<file path="src/hw/rtl/crc16_pkg.sv">
// Shared types, constants and bit-level CRC functions for the CRC-16 engine.
package crc16_pkg;

  localparam int CRC_W  = 16;
  localparam int BYTE_W = 8;
  localparam int CFG_IDX_W = 8;
  localparam int CFG_DATA_W = 16;

  localparam logic [CRC_W-1:0] POLY_RST = 16'h1021;
  localparam logic [CRC_W-1:0] INIT_RST = 16'h0000;

  // Configuration register indexes
  typedef enum logic [CFG_IDX_W-1:0] {
    CFG_POLYNOMIAL    = 8'd0,
    CFG_INITIAL_VALUE = 8'd1,
    CFG_LSB_FIRST     = 8'd2,
    CFG_REFLECT_CRC   = 8'd3
  } cfg_idx_t;

  typedef logic [CRC_W-1:0]  crc_t;
  typedef logic [BYTE_W-1:0] byte_t;

  // Shift one byte into the low end of the register, one bit per step,
  // folding the polynomial in whenever bit 15 falls out.
  function automatic crc_t crc16_absorb(input crc_t crc, input byte_t din,
                                        input logic lsb_first, input crc_t poly);
    crc_t r;
    logic carry;
    logic bit_in;
    r = crc;
    for (int i = 0; i < BYTE_W; i++) begin
      carry  = r[CRC_W-1];
      bit_in = lsb_first ? din[3'(i)] : din[3'(BYTE_W - 1 - i)];
      r      = {r[CRC_W-2:0], bit_in};
      if (carry) begin
        r = r ^ poly;
      end
    end
    return r;
  endfunction

  function automatic crc_t crc16_reverse(input crc_t v);
    crc_t r;
    for (int i = 0; i < CRC_W; i++) begin
      r[4'(i)] = v[4'(CRC_W - 1 - i)];
    end
    return r;
  endfunction

endpackage

</file>
<file path="src/hw/rtl/crc16_if.sv">
// Handshake channel interfaces for the CRC-16 engine: input bytes, results, config writes.
interface crc16_in_if;
  logic                         valid;
  logic                         ready;
  logic [crc16_pkg::BYTE_W-1:0] data_byte;
  logic                         last;
  modport source (output valid, data_byte, last, input ready);
  modport sink   (input valid, data_byte, last, output ready);
endinterface

interface crc16_out_if;
  logic                        valid;
  logic                        ready;
  logic [crc16_pkg::CRC_W-1:0] crc_value;
  modport source (output valid, crc_value, input ready);
  modport sink   (input valid, crc_value, output ready);
endinterface

interface crc16_cfg_if;
  logic                             valid;
  logic                             ready;
  logic [crc16_pkg::CFG_IDX_W-1:0]  index;
  logic [crc16_pkg::CFG_DATA_W-1:0] data;
  modport source (output valid, index, data, input ready);
  modport sink   (input valid, index, data, output ready);
endinterface

</file>
<file path="src/hw/rtl/crc16_bitwise_augmented.sv">
// CRC-16 engine top level: augmented bitwise CRC over a byte stream, one byte per cycle.
//
// The engine takes one message byte per cycle on in_if and, for the byte marked last,
// returns the finished CRC-16 on out_if. Each byte is shifted into the low end of the
// register (MSB or LSB first per lsb_first) with the polynomial folded in on every carry
// out of bit 15; after the last byte two zero bytes are flushed, the register is
// optionally bit-reversed, and the result is presented. The first byte of a message
// loads initial_value (bit-reversed when reflect_crc is set). Throughput is one item
// per cycle whenever out_if is not stalled. An accepted last byte travels through the
// input register, the byte absorb stage, the first zero-byte flush stage, and the
// result register, which takes the second flush plus output reversal. The byte absorb
// into the running register is the only feedback path, eight shift steps deep. A stall
// on out_if holds the whole pipe and drops in_if.ready.
// Write configuration only while no message is open and no result is in flight; cfg_if
// is always ready and writes to unknown indexes are ignored.
module crc16_bitwise_augmented (
  input  logic         clk,
  input  logic         rst_n,
  crc16_in_if.sink     in_if,
  crc16_out_if.source  out_if,
  crc16_cfg_if.sink    cfg_if
);
  import crc16_pkg::*;

  // Configuration registers
  crc_t poly_r;
  crc_t init_r;
  logic lsb_first_r;
  logic reflect_r;

  // Pipe control: everything advances together unless the result is stalled
  logic adv;

  // Input register
  logic  s1_vld_r;
  byte_t s1_byte_r;
  logic  s1_last_r;

  // Running register and message flag
  crc_t crc_r;
  crc_t crc_nxt;
  logic in_msg_r;
  crc_t crc_start;

  // Flush stages (carry only last bytes)
  logic s2_vld_r;
  crc_t s2_crc_r;
  logic s3_vld_r;
  crc_t s3_crc_r;
  crc_t s3_flush;

  // Result register
  logic out_vld_r;
  crc_t out_crc_r;

  assign adv          = !out_vld_r || out_if.ready;
  assign in_if.ready  = adv;
  assign cfg_if.ready = 1'b1;

  // Config decode
  always_ff @(posedge clk) begin
    if (!rst_n) begin
      poly_r      <= POLY_RST;
      init_r      <= INIT_RST;
      lsb_first_r <= 1'b0;
      reflect_r   <= 1'b0;
    end else if (cfg_if.valid) begin
      unique case (cfg_idx_t'(cfg_if.index))
        CFG_POLYNOMIAL:    poly_r      <= cfg_if.data;
        CFG_INITIAL_VALUE: init_r      <= cfg_if.data;
        CFG_LSB_FIRST:     lsb_first_r <= cfg_if.data[0];
        CFG_REFLECT_CRC:   reflect_r   <= cfg_if.data[0];
        default: ;
      endcase
    end
  end

  // Capture the accepted item
  always_ff @(posedge clk) begin
    if (!rst_n) begin
      s1_vld_r <= 1'b0;
    end else if (adv) begin
      s1_vld_r <= in_if.valid;
    end
  end

  always_ff @(posedge clk) begin
    if (adv) begin
      s1_byte_r <= in_if.data_byte;
      s1_last_r <= in_if.last;
    end
  end

  // Absorb the byte; a fresh message starts from the (optionally reversed) initial value
  always_comb begin
    crc_start = in_msg_r ? crc_r : (reflect_r ? crc16_reverse(init_r) : init_r);
    crc_nxt   = crc16_absorb(crc_start, s1_byte_r, lsb_first_r, poly_r);
  end

  always_ff @(posedge clk) begin
    if (!rst_n) begin
      crc_r    <= '0;
      in_msg_r <= 1'b0;
    end else if (adv && s1_vld_r) begin
      crc_r    <= crc_nxt;
      in_msg_r <= !s1_last_r;
    end
  end

  // Valid flags of the flush stages and the result register
  always_ff @(posedge clk) begin
    if (!rst_n) begin
      s2_vld_r <= 1'b0;
      s3_vld_r <= 1'b0;
      out_vld_r <= 1'b0;
    end else if (adv) begin
      s2_vld_r  <= s1_vld_r && s1_last_r;
      s3_vld_r  <= s2_vld_r;
      out_vld_r <= s3_vld_r;
    end
  end

  // Flush stage data: absorb capture, first and second zero-byte flush, output reversal
  assign s3_flush = crc16_absorb(s3_crc_r, '0, lsb_first_r, poly_r);

  always_ff @(posedge clk) begin
    if (adv) begin
      s2_crc_r  <= crc_nxt;
      s3_crc_r  <= crc16_absorb(s2_crc_r, '0, lsb_first_r, poly_r);
      out_crc_r <= reflect_r ? crc16_reverse(s3_flush) : s3_flush;
    end
  end

  assign out_if.valid     = out_vld_r;
  assign out_if.crc_value = out_crc_r;

  // A finished flush always lands in the result register
  a_flush_to_out: assert property (@(posedge clk) disable iff (!rst_n)
    (adv && s3_vld_r) |=> out_vld_r)
    else $error("flushed CRC did not reach the result register");

  // The message closes only when a last byte is absorbed
  a_msg_close: assert property (@(posedge clk) disable iff (!rst_n)
    $fell(in_msg_r) |-> $past(s1_vld_r && s1_last_r && adv))
    else $error("message closed without a last byte");

  // A stall freezes the running register
  a_stall_hold: assert property (@(posedge clk) disable iff (!rst_n)
    !adv |=> ($stable(crc_r) && $stable(in_msg_r)))
    else $error("running CRC changed during a stall");

  // Only last bytes enter the flush pipe
  a_flush_src: assert property (@(posedge clk) disable iff (!rst_n)
    (adv && s1_vld_r && !s1_last_r) |=> !s2_vld_r)
    else $error("non-last byte entered the flush stages");

endmodule

</file>
<file path="src/flat_wrapper.sv">
// flat-port wrapper written by rule: the top's interface ports become plain ports
module crc16_bitwise_augmented_flat import crc16_pkg::*;
  (clk, rst_n, in_if_valid, in_if_data_byte, in_if_last, in_if_ready, out_if_valid, out_if_crc_value, out_if_ready, cfg_if_valid, cfg_if_index, cfg_if_data, cfg_if_ready);
  crc16_in_if in_if_i ();
  crc16_out_if out_if_i ();
  crc16_cfg_if cfg_if_i ();
  input  logic clk;
  input  logic rst_n;
  input wire logic [$bits(in_if_i.valid)-1:0] in_if_valid;
  input wire logic [$bits(in_if_i.data_byte)-1:0] in_if_data_byte;
  input wire logic [$bits(in_if_i.last)-1:0] in_if_last;
  output wire logic [$bits(in_if_i.ready)-1:0] in_if_ready;
  output wire logic [$bits(out_if_i.valid)-1:0] out_if_valid;
  output wire logic [$bits(out_if_i.crc_value)-1:0] out_if_crc_value;
  input wire logic [$bits(out_if_i.ready)-1:0] out_if_ready;
  input wire logic [$bits(cfg_if_i.valid)-1:0] cfg_if_valid;
  input wire logic [$bits(cfg_if_i.index)-1:0] cfg_if_index;
  input wire logic [$bits(cfg_if_i.data)-1:0] cfg_if_data;
  output wire logic [$bits(cfg_if_i.ready)-1:0] cfg_if_ready;
  assign in_if_i.valid = in_if_valid;
  assign in_if_i.data_byte = in_if_data_byte;
  assign in_if_i.last = in_if_last;
  assign in_if_ready = in_if_i.ready;
  assign out_if_valid = out_if_i.valid;
  assign out_if_crc_value = out_if_i.crc_value;
  assign out_if_i.ready = out_if_ready;
  assign cfg_if_i.valid = cfg_if_valid;
  assign cfg_if_i.index = cfg_if_index;
  assign cfg_if_i.data = cfg_if_data;
  assign cfg_if_ready = cfg_if_i.ready;
  crc16_bitwise_augmented u_core (.clk(clk), .rst_n(rst_n), .in_if(in_if_i), .out_if(out_if_i), .cfg_if(cfg_if_i));
endmodule
</file>
<file path="config.mk">
export PLATFORM = sky130hd
export DESIGN_NAME = crc16_bitwise_augmented_flat
export DESIGN_NICKNAME = d
export VERILOG_FILES = /design/src/hw/rtl/crc16_pkg.sv /design/src/hw/rtl/crc16_if.sv /design/src/hw/rtl/crc16_bitwise_augmented.sv /design/src/flat_wrapper.sv
export SDC_FILE = /design/constraint.sdc
export NUM_CORES = 1
export LEC_CHECK = 0
export BUFFER_PORTS_ARGS = -buffer_cell sky130_fd_sc_hd__buf_2
export CAP_MARGIN = 10
export CORE_MARGIN = 2
export CORE_UTILIZATION = 50
export CTS_CLUSTER_SIZE = 30
export DETAILED_ROUTE_END_ITERATION = 8
export PLACE_DENSITY = 0.71
export SYNTH_ARGS = -nofsm -noshare
export SYNTH_HDL_FRONTEND = slang
export SYNTH_SLANG_ARGS = --single-unit
</file>
<file path="constraint.sdc">
create_clock -name clk -period 6.6 [get_ports clk]
set_input_delay 1.32 -clock clk [delete_from_list [all_inputs] [get_ports clk]]
set_output_delay 1.32 -clock clk [all_outputs]
set_load 0.05 [all_outputs]
</file>
-- Yosys cells after proc, flatten, opt, wreduce, memory -nomap -nowiden
Index checks and enable logic that the tools add are counted.
- word-level logic and storage cells: 96
- bits in latches: 0
- ROM bits: 0
- memories: 0
- bits in registers: 108
- bits in writable memories: 0
- div/mod/pow operators: 0
- shift operators: 0
- equality and inequality tests: 3
- multiply operators: 0
- magnitude comparators: 0
- muxes and demuxes: 44
- bitwise gates (word level): 24
- reduce and logical (&&, ||, !) cells: 10
- add/sub/neg operators: 0
- operator list (kind ; number):
    $mux W16 ; 34
    $xor A16 B16 Y16 ; 24
    $eq A8 B2 Y1 const B ; 2
    $mux W1 ; 10
    $eq A8 B1 Y1 const B ; 1
    $logic_not A8 Y1 ; 1
    $reduce_and A2 Y1 ; 4
    $logic_and A1 B1 Y1 ; 2
    $logic_not A1 Y1 ; 2
    $logic_or A1 B1 Y1 ; 1

-- Longest topological paths before layout
Gate-level depths: netlist of run 1.
- depth after elaboration: 24
- depth in mapped cells: 18
- mapped depth without buffers: 13

-- Least setup slack after synthesis of run 1
OpenSTA, ideal clock, no wires.
- path kind: input -> output
- start point: input port out_if_ready
- end point: output port in_if_ready
- setup slack: 2514 ps
- arrival time: 2766 ps
- buffers on the path: 0
- stages on the path: 2
- path through: nor2b_1 -> inv_1
- word-level cells in the longest chain between the ends: 1
- RTL lines (item ; line ; text):
    start, declared ; flat_wrapper.sv:15 ; input wire logic [$bits(out_if_i.ready)-1:0] out_if_ready;
    $logic_or A1 B1 Y1 ; crc16_bitwise_augmented.sv:56 ; assign adv = !out_vld_r || out_if.ready;
    end, declared ; flat_wrapper.sv:12 ; output wire logic [$bits(in_if_i.ready)-1:0] in_if_ready;
No other way between the ends.

-- Worst setup path in the final report of run 1
- start point: register u_core.crc_r[15]
- end point: register u_core.crc_r[3]
- word-level cells in the longest chain between the ends: 15
- RTL lines (item ; line ; text):
    start, declared ; crc16_bitwise_augmented.sv:40 ; crc_t crc_r;
    start signal, assigned ; crc16_bitwise_augmented.sv:105 ; crc_r <= crc_nxt;
    $mux W16 (*) ; crc16_bitwise_augmented.sv:96 ; crc_start = in_msg_r ? crc_r : (reflect_r ? crc16_reverse(init_r) : init_r);
    $mux W16 (*) ; crc16_pkg.sv:35 ; if (carry) begin
    $xor A16 B16 Y16 ; crc16_pkg.sv:36 ; r = r ^ poly;
    $mux W16 (*) ; crc16_pkg.sv:35 ;
    $xor A16 B16 Y16 ; crc16_pkg.sv:36 ;
    $mux W16 (*) ; crc16_pkg.sv:35 ;
    $xor A16 B16 Y16 ; crc16_pkg.sv:36 ;
    $mux W16 (*) (2 in a row) ; crc16_pkg.sv:35 ;
    $xor A16 B16 Y16 / $mux W16 (equally long branches) ; crc16_pkg.sv:36, crc16_pkg.sv:35 ;
    $mux W16 (*) ; crc16_pkg.sv:35 ;
    $xor A16 B16 Y16 / $mux W16 (equally long branches) ; crc16_pkg.sv:36, crc16_pkg.sv:35 ;
    $mux W16 (*) ; crc16_pkg.sv:35 ;
    $xor A16 B16 Y16 / $mux W16 (equally long branches) ; crc16_pkg.sv:36, crc16_pkg.sv:35 ;
    $mux W16 (*) ; crc16_pkg.sv:35 ;
    net u_core.crc_nxt[3] ; crc16_bitwise_augmented.sv:41 ; crc_t crc_nxt;
The timed path passes the listed nets; every way through them passes the cells marked *.
A chain may end at the register's enable or synchronous reset.

==> results of run 1 <==
==> through the flow <==
step | power, µW | hold slack, ns | std cells
final | 2250 | 0.470 | 1656
after floorplan | 1560 | 0.441 | 1406
after global placement | 1690 | 0.451 | 1640
after global routing | 2380 | 0.491 | 1656
after CTS | 2270 | 0.473 | 1656
after detailed placement | 1710 | 0.460 | 1640
==> sequential cells by signal, indices dropped and copies added (netlist names) <==
register and count:
u_core.poly_r 16, u_core.out_if.valid 1, u_core.s3_vld_r 1, u_core.s1_last_r 1, u_core.s3_crc_r 16, u_core.s2_vld_r 1
u_core.out_if.crc_value 16, u_core.s2_crc_r 16, u_core.crc_r 16, u_core.init_r 16, u_core.in_msg_r 1, u_core.s1_vld_r 1
u_core.s1_byte_r 4
==> final cells by class <==
cell class	instances	share of cell area
sequential	106	0.229
inverter	16	0.00518
clock buffer	11	0.0219
clock inverter	5	0.00367
timing repair buffer	86	0.0447
tap	280	0.0302
multi-input combinational	1152	0.665
==> routing by layer <==
| metal | track usage | part of all wire | vias up |
|---|---|---|---|
| met4 | 0.0717 | 0.021 | 0 |
| li1 | - | - | 4640 |
| met1 | 0.305 | 0.48 | 4445 |
| met5 | 0 | 0 | - |
| met3 | 0.0302 | 0.039 | 37 |
| met2 | 0.356 | 0.46 | 218 |
==> path summary, 6_finish.rpt <==
kind	startpoint	endpoint	slack, ns	depth (start not counted)
setup / recovery	u_core.crc_r[15]	u_core.crc_r[3]	1.07	14
hold / removal	u_core.s2_vld_r	u_core.s2_vld_r	0.47	2
setup reg to reg	u_core.crc_r[15]	u_core.crc_r[3]	1.07	14
hold reg to reg	u_core.s2_vld_r	u_core.s2_vld_r	0.47	2
==> cells in the mapped netlist (14+ instances only) <==
| library cell | n |
|---|---|
| clkbuf_1 | 93 |
| xnor2_1 | 273 |
| nor2_1 | 44 |
| o21ai_0 | 59 |
| a21oi_1 | 22 |
| nor2b_1 | 30 |
| edfxtp_1 | 53 |
| buf_1 | 14 |
| xor2_1 | 51 |
| nand3_1 | 31 |
| mux2i_1 | 34 |
| inv_1 | 15 |
| dfxtp_1 | 53 |
| o211ai_1 | 14 |
| and3_1 | 14 |
| nand2_1 | 359 |
| buf_2 | 18 |
==> where the power goes <==
group          total (µW)  leakage (µW)  switching (µW)  internal, µW
clock network         559      0.000144             274           285
logic                 863       0.00258             518           345
registers             833       0.00101            42.9           790
==> worst register-to-register path: cells and delay by family, from the launching register on <==
family,cells,cell delay (ns)
AO/OA/AOI/OAI,5,1.85
flip-flops,1,0.83
buffers and inverters,1,0.37
multiplexers,1,0.44
AND/OR/NAND/NOR,5,1.41
XOR/XNOR,2,0.59
==> kinds of logic (layout without fill, tap and decap cells) <==
logic type      count (synthesis)  count (layout)  synth area share
xor+xnor                      339             339             0.286
simple gates                  549             549             0.222
mux                            51              51            0.0509
other cells                     1               1          0.000342
compound gates                212             212             0.142
flops                         106             106             0.242
buf+inv                       148             118            0.0558
==> metrics.cfg, run 1 <==
[power]
p_per_area_mw_per_mm2=195
ir_drop_uv=125
p_leak_uw=0.00374

[cts]
clockRootBuffer=clkbuf_16
clk_latency_ns=0.38
cts_tree=yes
cts_buffer_depth=2
cts_hold_buffers=0
cts_buffers=9
h-tree-depth=3
cts_resized=0
cts_setup_buffers=0
clk_pin_slew_worst_paths_ns=0.08
cts_sinks=106

[global_route]
antenna_found_initial=0
grt_pass1_wl_mm=43.5
grt_use_total=0.220
overflow=0
grt_max_degree=62
grt_pass1_vias=8654

[sta]
setup_viol=0
max_freq_mhz=181
worstMarginPinSlew_ns=1.17
setup_ws_ns=1.07
tns_ns=0
drv_slew=0
timing.final.hold_violations=0
rsz0062_at_grt=false
slew-limit-headroom=0.218
layout_min_cycle_time_ns=5.53
finalClockSkew_ns=0.0161
post-route-period-util=0.839

[cells_and_area]
fillers=2041
regArea_mm2=0.00265
final_core_util=0.534
final_cell_mix=359 x nand2_1, 273 x xnor2_1, 59 x o21ai_0
diodes=0
drive_above_1_share=0.117
area_growth_pct=5.71
multi_input_area_mm2=0.00770
design_area_mm2=0.0116
nNetsFinal=1409
final_common_cell=nand2_1

[synth]
yosys_most_used_dff=edfxtp_1
synth.top_cell.area_share=0.218
syn_inst=1406
seq_area_frac_synth=0.242
synthArstFlopShare=0
synth-seq-cells=106
synth_edf_count=53
synth_area_mm2=0.0110
ys_warn_count=0
yosysTopAreaCell=xnor2_1
synth_cell_types=87
avgSynthCellArea_um2=7.79
syn_nets=1444
synth_area_leaders=xnor2_1 22%, edfxtp_1 15%, nand2_1 12%

[job]
drv_cap=0

[setup_path]
arrival_ns=5.85
crit_family=compound AO/OA/AOI/OAI gates
slowest_delay_ns=0.97
cp_max_fo=42
critPathBufInv=1
startpoint_type=flip-flop
cp_slowest_cell=o311ai_4
required_ns=6.92
path_cells=and3_1 -> nor3_1 -> o21ai_1 -> and2_1 -> xnor2_2 -> o21ai_1 -> a32oi_2 -> and3_1 -> buf_4 -> nor2_2 -> o311ai_4 -> mux2_2 -> xnor2_1 -> a31o_1
crit_path_end_kind=flip-flop
crit_type=flip-flop to flip-flop

[floorplan]
fp.dieW_um=152
initial_core_util=0.505
rows=54
ios=57
dieArea_mm2=0.0231
core_area_mm2=0.0217
die_h_um=152

[worst_hold_path]
hold_path_class=flip-flop to flip-flop

[placement]
dp_hpwl_mm=17.9
portBuffers=51
place_congestion=0.879
placed_area_mm2=0.0113
dp_slack_ns=1.19

[status]
status=finished clean

[route]
postRouteAntennaNets=0
drt-total-wl_mm=25.5
routed-via-count=9340
drc=0
routedWlPerCell_um=15.4
first_pass_iters=5
drtIter0Drc=817
viasPerCell=5.64

No activity file was read; power rests on OpenSTA's default activity.
==> run 2, diff against run 1 <==
Settings changed: PLACE_DENSITY 0.71 to 0.74.
Clock period 6.6 ns to 4.8 ns, I/O delays scaled along.
==> run 2 against run 1 <==
  * First-iteration DRC count decreased by 17%
  * Global-route usage rose by 0.66 points
  * Register-to-register slack lost 0.79 ns
  * Clock skew decreased by 0.0040 ns
  * Critical path type unchanged
  * Largest cell class unchanged
  * Sequential share of layout area shrank 0.25 points
  * Die area unchanged
  * Count of clock-buffer cells in the layout decreased by 2
  * Non-clock buffer count grew 18
==> metrics.cfg, run 2 (synthesis results as in run 1) <==
[global_route]
grt_pass1_vias=8925
grt_use_total=0.227
grt_max_degree=62
met3_usage=0.0274
antenna_found_initial=0
top_usage_layer=met2
grt_pass1_wl_mm=44.2
gr-usage-met1=0.300
overflow=0
met2_usage=0.376

[cts]
cts_resized=0
cts_buffer_depth=2
h-tree-depth=3
clockRootBuffer=clkbuf_16
cts_hold_buffers=0
cts_tree=yes
clk_latency_ns=0.37
clk_pin_slew_worst_paths_ns=0.09
cts_buffers=9
cts_sinks=106
cts_setup_buffers=0

[worst_hold_path]
hold_path_end=u_core.out_if.valid
whs_path_depth=1
min_from=u_core.s3_vld_r
hold_path_class=flip-flop to flip-flop

[sta]
layout_min_cycle_time_ns=4.53
setup_viol=0
worstMarginPinSlew_ns=1.23
max_freq_mhz=221
post-route-period-util=0.943
drv_slew=0
finalClockSkew_ns=0.0121
rsz0062_at_grt=false
tns_ns=0
slew-limit-headroom=0.179
hold-worst-slack_ns=0.456
timing.final.hold_violations=0
setup_ws_ns=0.273

[route]
first_pass_iters=5
routedWlPerCell_um=15.6
viasPerCell=5.71
drt-total-wl_mm=26.1
drtIter0Drc=676
postRouteAntennaNets=0
routed-via-count=9553
drc=0

[setup_path]
required_ns=4.92
crit_type=flip-flop to flip-flop
startpoint_type=flip-flop
r2r_start=u_core.poly_r[14]
arrival_ns=4.65
crit_path_end_kind=flip-flop
regToRegSetupSlack_ns=0.27
ff2ff_path_depth=15
r2r-end=u_core.s3_crc_r[1]
cp_max_fo=27
worstSetupStartpoint=u_core.poly_r[14]

[placement]
place_congestion=0.904
placed_area_mm2=0.0114
dp_hpwl_mm=18.2
portBuffers=51
dp_slack_ns=0.351

[status]
status=finished clean

[floorplan]
dieArea_mm2=0.0231
fp.dieW_um=152
core_area_mm2=0.0217
initial_core_util=0.505
rows=54
die_h_um=152
ios=57

[job]
drv_cap=0

[power]
swShare=0.375
ir_drop_uv=180
p_per_area_mw_per_mm2=265
p_switching_uw=1170
p_clk_frac=0.243
comb_power_share=0.394
p_leak_uw=0.00383
p_int_uw=1940
seq_power_share=0.363

[cells_and_area]
final_cell_mix=359 x nand2_1, 273 x xnor2_1, 59 x o21ai_0
area_growth_pct=6.89
diodes=0
final_core_util=0.540
nNetsFinal=1427
drive_above_1_share=0.128
final_common_cell=nand2_1
design_area_mm2=0.0117

## run 2: changes by cell type in the layout (fill, tap and decap cells not counted), sizes merged
cell and delta:
buf +18, clkinv +2, clkbuf -2
## run 2: worst max-delay path, cell delays in order (launching register included)
cell     delay [ns]
dfxtp_1        0.43
buf_4          0.33
inv_1          0.22
nor2_1         0.21
a22oi_2        0.13
xnor2_1        0.14
buf_4          0.20
and2_1         0.18
or4_1          0.56
and2_1         0.38
xor2_1         0.25
nor3b_1        0.17
nor3_1         0.50
xnor2_4        0.27
nand2_1        0.13
xor2_1         0.16
## run 2: worst max-delay path by stage
stage / end / slack (ns) / depth (start not counted)
after floorplan: u_core.out_if.crc_value[1] / 0.92 / 15
after global placement: u_core.s3_crc_r[1] / 0.48 / 15
after detailed placement: u_core.s3_crc_r[1] / 0.35 / 15
after CTS: u_core.s3_crc_r[1] / 0.30 / 15
after global routing: u_core.s3_crc_r[3] / 0.03 / 15
final: u_core.s3_crc_r[1] / 0.27 / 15
## run 2: layout make-up
cell class	count	area, µm²
fill	1974	9980
multi-input combinational	1152	7710
sequential	106	2650
timing repair buffer	104	653
tap	280	350
clock buffer	9	225
inverter	16	60.1
clock inverter	7	58.8
## run 2: power groups by stage
stage,Clock (µW),Sequential (µW),Combinational [µW]
floorplan,0,1370,778
detailed placement,0,1150,1220
CTS,766,1130,1220
global placement,0,1140,1200
global route,796,1140,1330
finish,755,1130,1220
## run 2: routing by layer
metal	up-vias	part of all wire
li1	4684	-
met1	4488	0.45
met2	331	0.47
met3	50	0.055
met4	0	0.028
met5	-	0
## run 2: per-stage QoR
stage | total power, µW | std cells
after floorplan | 2150 | 1406
final | 3110 | 1674
after global placement | 2340 | 1657
after CTS | 3110 | 1673
after detailed placement | 2360 | 1657
after global routing | 3270 | 1674
==> run 3, diff against run 2 <==
Settings changed: CORE_UTILIZATION 50 to 57, PLACE_DENSITY 0.74 to 0.82, RECOVER_POWER set to 100.
Clock period 4.8 ns to 3.7 ns, I/O delays scaled along.
==> run 3 against run 2 <==
  * Highest routed layer unchanged
  * Core utilization increased by 18 points
  * Count of clock-buffer cells in the layout is the same
  * Sequential share of layout area down 2.8 points
  * Non-clock buffer count up 104
  * First-iteration DRC count is 74% higher
  * Clock skew is 0.00093 ns higher
  * Global-route usage grew 5.4 points
  * The flow now finishes with violations (capacitance limit, slew limit, setup timing)
  * Maximum frequency rose by 15%
  * Worst hold slack better by 0.018 ns
==> metrics.cfg, run 3 (synthesis results as in run 1) <==
[cts]
clk_pin_slew_worst_paths_ns=0.09
cts_buffers=9
cts_hold_buffers=0
cts_buffer_depth=2
cts_sinks=106
cts_tree=yes
clockRootBuffer=clkbuf_16
clk_latency_ns=0.37
h-tree-depth=3

[power]
p_per_area_mw_per_mm2=324
total_power_uw=4380
p_leak_uw=0.00467
ir_drop_uv=243

[status]
violations=capacitance limit, slew limit, setup timing
status=finished, violations left

[sta]
setup_viol=46
hold-worst-slack_ns=0.473
drv_slew=62
worstMarginPinSlew_ns=2.10
rsz0062_at_grt=true
layout_min_cycle_time_ns=3.94
tns_ns=-5.54
finalClockSkew_ns=0.0131
slew-limit-headroom=-0.398
setup_ws_ns=-0.244
timing.final.hold_violations=0
max_freq_mhz=254
post-route-period-util=1.07

[floorplan]
core_area_mm2=0.0188
fp.dieW_um=143
dieArea_mm2=0.0203
die_h_um=143
rows=50
ios=57
initial_core_util=0.584

[setup_path]
crit_path_end_kind=flip-flop
slowest_delay_ns=0.55
startpoint_type=flip-flop
arrival_ns=4.20
cp_max_fo=6
required_ns=3.96
crit_type=flip-flop to flip-flop
cp_slowest_cell=or4_4
crit_family=simple AND/OR/NAND/NOR gates
path_cells=buf_6 -> a21oi_2 -> nor3_2 -> or3_4 -> and2_4 -> xnor2_4 -> o21ai_2 -> a32oi_2 -> buf_4 -> a21oi_4 -> or4_4 -> o311ai_4 -> buf_4 -> buf_8 -> buf_6 -> mux2_4 -> xnor2_4 -> o21ba_1
critPathBufInv=5

[global_route]
grt_use_total=0.280
antenna_found_initial=0
overflow=0
grt_pass1_vias=9295
grt_max_degree=62
grt_pass1_wl_mm=46.5

[cells_and_area]
final_cell_mix=350 x nand2_1, 243 x xnor2_1, 118 x buf_4
drive_above_1_share=0.244
diodes=0
final_core_util=0.719
area_growth_pct=23.2
nNetsFinal=1532
fillers=1249
final_common_cell=nand2_1

[route]
routed-via-count=10465
drt-total-wl_mm=31.1
drtIter0Drc=1178
viasPerCell=6.04
first_pass_iters=7
drc=0
postRouteAntennaNets=0
routedWlPerCell_um=18.0

[placement]
portBuffers=51
dp_slack_ns=-0.258
dp_hpwl_mm=19.2
place_congestion=0.900

[job]
drv_cap=1

[worst_hold_path]
hold_path_class=flip-flop to flip-flop

[run 3: changes by cell type in the layout (fill, tap and decap cells not counted), sizes merged]
cell      change
clkbuf       +25
clkinv        +1
buf          +79
clkinvlp      -1
xnor2         +1
[run 3: final timing paths]
kind	from	to	slack, ns	cells past startpoint
setup / recovery	u_core.crc_r[15]	u_core.crc_r[4]	-0.24	18
hold reg to reg	u_core.s2_vld_r	u_core.s2_vld_r	0.47	2
setup reg to reg	u_core.crc_r[15]	u_core.crc_r[4]	-0.24	18
hold / removal	u_core.s2_vld_r	u_core.s2_vld_r	0.47	2
[run 3: layout make-up]
class,count,area [µm²],share of cell area
inverter,16,60.1,0.00445
multi-input combinational,1153,8460,0.627
sequential,106,2680,0.198
clock buffer,9,225,0.0167
timing repair buffer,208,1710,0.127
tap,234,293,0.0217
clock inverter,7,71.3,0.00528
[run 3: what timing repair did]
action	4_1_cts	5_1_grt
setup endpoints to repair	61	64
buffers inserted	14	28
resized for setup	52	135
gates cloned	2	7
pin swaps	16	49
[run 3: per-stage QoR]
step | std cells | instance area, µm²
after global routing | 1733 | 13500
after CTS | 1701 | 12600
after detailed placement | 1670 | 11800
after floorplan | 1406 | 11000
final | 1733 | 13500
after global placement | 1670 | 11800
[run 3: worst min-delay path: stages (launching register included)]
cell	delay [ns]
dfxtp_1	0.31
nand2_1	0.04
a21boi_0	0.06
[run 3: metal layers]
metal	wire length, µm	vias up	track usage
met5	0	-	0
met4	1410	0	0.128
met3	2380	121	0.0325
met2	14300	524	0.461
met1	13100	4936	0.371
li1	-	4884	-
[run 3: where the power goes]
group          total, µW  internal [µW]  leakage, µW  switching, µW
clock                995            480     0.000146            515
combinational       1910            803      0.00351           1110
sequential          1470           1410      0.00102           63.6
